[src/rtl/core/dtc_pkg.sv]
// Shared types and constants for the domino tiling counter.
// Used by dtc_ctrl, dtc_datapath, domino_tiling_counter and dtc_checker; no dependencies.
package dtc_pkg;

	localparam int SIDE_BITS = 7;   // width of one grid side
	localparam int OUT_BITS  = 64;  // width of the tiling count port

	typedef enum logic [2:0] {
		ST_IDLE,
		ST_SETUP,
		ST_INIT,
		ST_CELL,
		ST_DRAIN,
		ST_REPORT
	} ctrl_state_t;

	// commands from controller to datapath
	typedef struct packed {
		logic load;       // capture sides, clear row/col/index
		logic idx_clr;
		logic idx_inc;
		logic init_wr;    // write seed entry for current index
		logic sweep_rd;   // issue reads for current target profile
		logic next_cell;  // advance column/row, swap banks
	} dtc_cmd_t;

	// status from datapath to controller
	typedef struct packed {
		logic idx_last;   // index is at the full profile
		logic last_cell;  // current cell is the last of the grid
		logic special;    // too wide or empty grid: no sweep
		logic pipe_busy;  // an accumulate is still in flight
	} dtc_status_t;

endpackage

[src/rtl/core/dtc_ctrl.sv]
// Sequencer for the domino tiling counter.
// Depends on dtc_pkg (state enum, command and status structs).
module dtc_ctrl (
	input  logic                  clk,
	input  logic                  arst_n,
	input  logic                  start,
	output logic                  busy,
	output logic                  done,
	output dtc_pkg::dtc_cmd_t     cmd,
	input  dtc_pkg::dtc_status_t  status
);

	dtc_pkg::ctrl_state_t state_q, state_d;

	always_ff @(posedge clk or negedge arst_n) begin
		if (!arst_n) begin
			state_q <= dtc_pkg::ST_IDLE;
		end else begin
			state_q <= state_d;
		end
	end

	always_comb begin
		state_d = state_q;
		cmd     = '0;
		busy    = 1'b1;
		done    = 1'b0;
		unique case (state_q)
			dtc_pkg::ST_IDLE: begin
				busy = 1'b0;
				if (start) begin
					cmd.load = 1'b1;
					state_d  = dtc_pkg::ST_SETUP;
				end
			end
			dtc_pkg::ST_SETUP: begin
				state_d = status.special ? dtc_pkg::ST_REPORT : dtc_pkg::ST_INIT;
			end
			dtc_pkg::ST_INIT: begin
				cmd.init_wr = 1'b1;
				if (status.idx_last) begin
					cmd.idx_clr = 1'b1;
					state_d     = dtc_pkg::ST_CELL;
				end else begin
					cmd.idx_inc = 1'b1;
				end
			end
			dtc_pkg::ST_CELL: begin
				cmd.sweep_rd = 1'b1;
				if (status.idx_last) begin
					cmd.idx_clr = 1'b1;
					state_d     = dtc_pkg::ST_DRAIN;
				end else begin
					cmd.idx_inc = 1'b1;
				end
			end
			dtc_pkg::ST_DRAIN: begin
				// hold until the last accumulate of the cell is written
				if (!status.pipe_busy) begin
					if (status.last_cell) begin
						state_d = dtc_pkg::ST_REPORT;
					end else begin
						cmd.next_cell = 1'b1;
						state_d       = dtc_pkg::ST_CELL;
					end
				end
			end
			dtc_pkg::ST_REPORT: begin
				done    = 1'b1;
				state_d = dtc_pkg::ST_IDLE;
			end
			default: begin
				state_d = dtc_pkg::ST_IDLE;
			end
		endcase
	end

endmodule

[config.mk]
export PLATFORM = sky130hd
export DESIGN_NAME = dtc_ctrl
export DESIGN_NICKNAME = d
export VERILOG_FILES = /design/src/rtl/core/dtc_pkg.sv /design/src/rtl/core/dtc_ctrl.sv
export SDC_FILE = /design/constraint.sdc
export NUM_CORES = 1
export LEC_CHECK = 0
export BUFFER_PORTS_ARGS = -buffer_cell sky130_fd_sc_hd__buf_2
export CAP_MARGIN = 10
export CORE_AREA = 2 2 39 41
export DETAILED_ROUTE_END_ITERATION = 10
export DIE_AREA = 0 0 41 43
export GPL_ROUTABILITY_DRIVEN = 0
export GPL_TIMING_DRIVEN = 1
export PLACE_DENSITY = 0.48
export SYNTH_ARGS = -nofsm -noshare
export SYNTH_HDL_FRONTEND = slang
export SYNTH_SLANG_ARGS = --single-unit
[constraint.sdc]
create_clock -name clk -period 1.2 [get_ports clk]
set_input_delay 0.18 -clock clk [delete_from_list [all_inputs] [get_ports clk]]
set_output_delay 0.18 -clock clk [all_outputs]
set_load 0.03 [all_outputs]
## Yosys cells after proc, flatten, opt, wreduce, memory -nomap -nowiden

Index checks and enable logic that the tools add are counted.

- Input bits: 7
- Word-level logic and storage cells: 32
- Register bits: 3

- Reduce and logical (&&, ||, !) cells: 3
- Mux-type cells: 19
- Eq/ne operators: 9

Operators with widths:

| operator | number |
|---|---|
| two-way mux 3 bit | 6 |
| case mux 3 bit (5 select lines) | 1 |
| two-way mux 1 bit | 11 |
| != test 2 bit (second input constant) | 4 |
| equality test 3 x 2 -> 1 bit (second input constant) | 2 |
| equality test 3 bit (second input constant) | 2 |
| AND reduction 4 bit | 1 |
| equality test 3 x 1 -> 1 bit (second input constant) | 1 |
| zero test 3 bit | 1 |
| two-way mux 2 bit | 1 |
| OR reduction 2 bit | 1 |

## Logic depth before layout (Yosys ltp)

- Depth after elaboration: 3
- Gate-level depth with buffers: 4
- Gate-level depth less buffers: 3

## Worst setup path before layout

No wires, ideal clock.

- Path kind: register -> output
- Start point: register state_q[0]
- End point: output port cmd[0] in the netlist's numbering
- Path slack: -518 ps
- Buffers on the path: 1
- Arrival time: 1538 ps
- Stages on the path, launching flop included: 4
- Cell sequence: dfrtp_1 > buf_6 > or3b_4 > nor3_1

RTL lines:

| what | RTL line | text |
|---|---|---|
| start, declared | dtc_ctrl.sv:13 | `dtc_pkg::ctrl_state_t state_q, state_d;` |
| start signal, assigned | dtc_ctrl.sv:17 | `state_q <= dtc_pkg::ST_IDLE;` |
| start signal, assigned | dtc_ctrl.sv:19 | `state_q <= state_d;` |
| end, declared | dtc_ctrl.sv:9 | `output dtc_pkg::dtc_cmd_t cmd,` |

==> results.cfg <==
[final_layout]
largest_register_ffs = 3
regMostFlops = state_q
fin_nets = 73
antennaDiodeCount = 0
fin_area_um2 = 643
drive_gt1_share_pct = 76.9
fin_util_pct = 46.5
syn2layout_area_growth_pct = 124
num-fill-cells = 137
reg_top3 = state_q x3

[placed_design]
placed_cell_area_um2 = 449
port_buffers = 14
hpwl_um = 666

[grt]
grt_pass1_wl_mm = 1.63
grt_pass1_vias = 397
grtUsageTotal_pct = 14.2
overflow = 0
antenna_found_initial = 0
grt_start_max_net_pins = 7

[clocking]
cts_root_buffer = clkbuf_4
cts_num_sinks = 3
clock_latency_ns = 0.23
path_clk_slew_ns = 0.04
cts.path.max_buffers = 2
numCtsBuffers = 3
cts_htree_levels = 1
cts_tree = built

[floorplan]
design.core.area_um2 = 1380
dieWidth_um = 41
die_area_um2 = 1760
initial_core_util_pct = 20.7
dieHeight_um = 43
num_rows = 14
ios = 15

[route]
firstDrtPassIters = 6
drc = 0
finalWirelength_mm = 1.13
vias = 403
via_per_inst = 4.98
wire_per_inst_um = 13.9
drt_iter0_drc = 8
ant_nets = 0

[critical_path]
reg2reg_slack_ns = -0.27
required_ns = 1.02
crit_type = flip-flop to output pin
cp.arrival_ns = 1.34
cp_max_fo = 4
cp-end-kind = output pin
startpoint_type = flip-flop

[yosys]
synth_compound_area_share_pct = 24.5
ys_types = 22
yosysWarnings = 0
syn_area_per_cell_um2 = 7.96
synth-seq-cells = 3
netlist_instances = 36
syn_area_um2 = 287
ys_seq_area_share_pct = 26.2
yosys.area_share.simple_pct = 34.5
syn-num-nets = 43
synthAdderAreaFrac_pct = 0
synth-xor-area-share_pct = 0
muxShareOfSynthArea_pct = 3.49
synth_top_family_by_area = simple AND/OR/NAND/NOR gates

[job]
max-cap-violations = 0

[power_and_ir_drop]
vdd.ir_drop.worst_uv = 866
p_leak_nw = 0.296
power_mw = 1.54
powerDensity_nw_per_um2 = 2390

[sta]
fin_ws_ns = -0.317
min_period_ns = 1.52
setup_viol = 10
max_freq_ghz = 0.659
worst_slew_pin_slew_ns = 0.280
fin_skew_ns = 0.00228
final-hold-violation-count = 0
max-slew-margin-rel_pct = 81.3
drv_slew = 0
tns_ns = -2.09
finalCritPeriodShare_pct = 126
rsz0062_at_grt = true

[status]
violations = setup timing
outcome = finished, violations left

[hold_path]
hold_class = input pin to asynchronous set/reset pin
where the power goes:
part           total, mW  leakage (nW)  switching [mW]  internal (mW)
logic               1.15         0.247           0.564          0.586
registers          0.213        0.0342          0.0609          0.152
clock network      0.173        0.0150          0.0484          0.124
synthesized netlist by cell type:
cell type / instances / area, µm²
nor2_1: 6 / 22.5
dfrtp_1: 3 / 75.1
inv_1: 3 / 11.3
nor3b_1: 3 / 22.5
buf_2: 2 / 10.0
nand2b_1: 2 / 12.5
nor3_1: 2 / 10.0
a21o_1: 1 / 7.51
a21oi_1: 1 / 5.00
a311oi_1: 1 / 8.76
buf_6: 1 / 11.3
mux2i_1: 1 / 10.0
nand2_1: 1 / 3.75
o2111a_1: 1 / 11.3
o21ai_0: 1 / 5.00
o22ai_1: 1 / 6.26
o31a_1: 1 / 8.76
o32ai_1: 1 / 8.76
o41ai_1: 1 / 8.76
or3_1: 1 / 6.26
or3b_4: 1 / 11.3
or4b_1: 1 / 10.0
per-layer routing:
metal  vias to the layer above  wire (µm)  share of wire (%)  track usage [%]
met5                         -          0                  0                0
met4                         0         23                2.0             8.67
met3                         2         65                5.8             6.81
met2                        20        627                 56             23.1
met1                       189        409                 36             13.3
li1                        192          -                  -                -
through the flow:
step | hold WS, ns | worst slack [ns] | cells
2_1_floorplan | -0.116 | -0.261 | 36
3_3_place_gp | -0.0199 | -0.138 | 70
3_5_place_dp | -0.0165 | -0.134 | 70
4_1_cts | 0.263 | -0.324 | 80
5_1_grt | 0.284 | -0.369 | 81
6_report | 0.272 | -0.317 | 81
final cells by class:
class	count	area, µm²	share of cell area (%)
well taps	16	20.0	3.11
inverters	3	11.3	1.75
repair buffers	28	224	34.8
multi-input cells	27	283	44.0
clock buffers	4	26.3	4.09
flip-flops and latches	3	78.8	12.3
kinds of logic (layout without fill, tap and decap cells):
logic type             Yosys count  count (layout)
multiplexers                     1               1
AO/OA/AOI/OAI                    9               9
buffers and inverters            6              35
AND/OR/NAND/NOR                 17              17
flip-flops                       3               3
worst max-delay path, stage by stage, from the launching register on:
cell and delay [ns]:
dfrtp_2 0.42, or3b_4 0.41, nor3_2 0.10, buf_4 0.17
what timing repair did:
| item | CTS | global route |
|---|---|---|
| pin swaps | 3 | 8 |
| hold endpoints to repair | 3 | 0 |
| gates resized for setup | 20 | 9 |
| cloned | 0 | 0 |
| hold buffers | 1 | 0 |
| setup endpoints to repair | 10 | 11 |
| setup buffers | 6 | 1 |
placed cells by master, fill, tap and decap left out, drive strengths merged:
cell type,synthesis,routed
buf,3,27
nor2,6,6
clkbuf,0,4
dfrtp,3,3
nor3b,3,3
inv,3,3
nor3,2,2
nand2b,2,2
or3,1,1
or3b,1,1
nand2,1,1
mux2i,1,1
a21oi,1,1
a311oi,1,1
a21o,1,1
or4b,1,1
o41ai,1,1
o22ai,1,1
o31a,1,1
o21ai,1,1
o32ai,1,1
o2111a,1,1
dlygate4sd3,0,1
final timing paths:
check | to | start | cells after the start
setup / recovery | cmd[0] | state_q[1] | 3
hold / removal | state_q[1] | arst_n | 2
setup reg to reg | state_q[1] | state_q[1] | 5
hold reg to reg | state_q[0] | state_q[0] | 2
max in group asynchronous | state_q[2] | arst_n | 2
min in group clk | state_q[2] | start | 2
(Power assumes the default switching activity.)
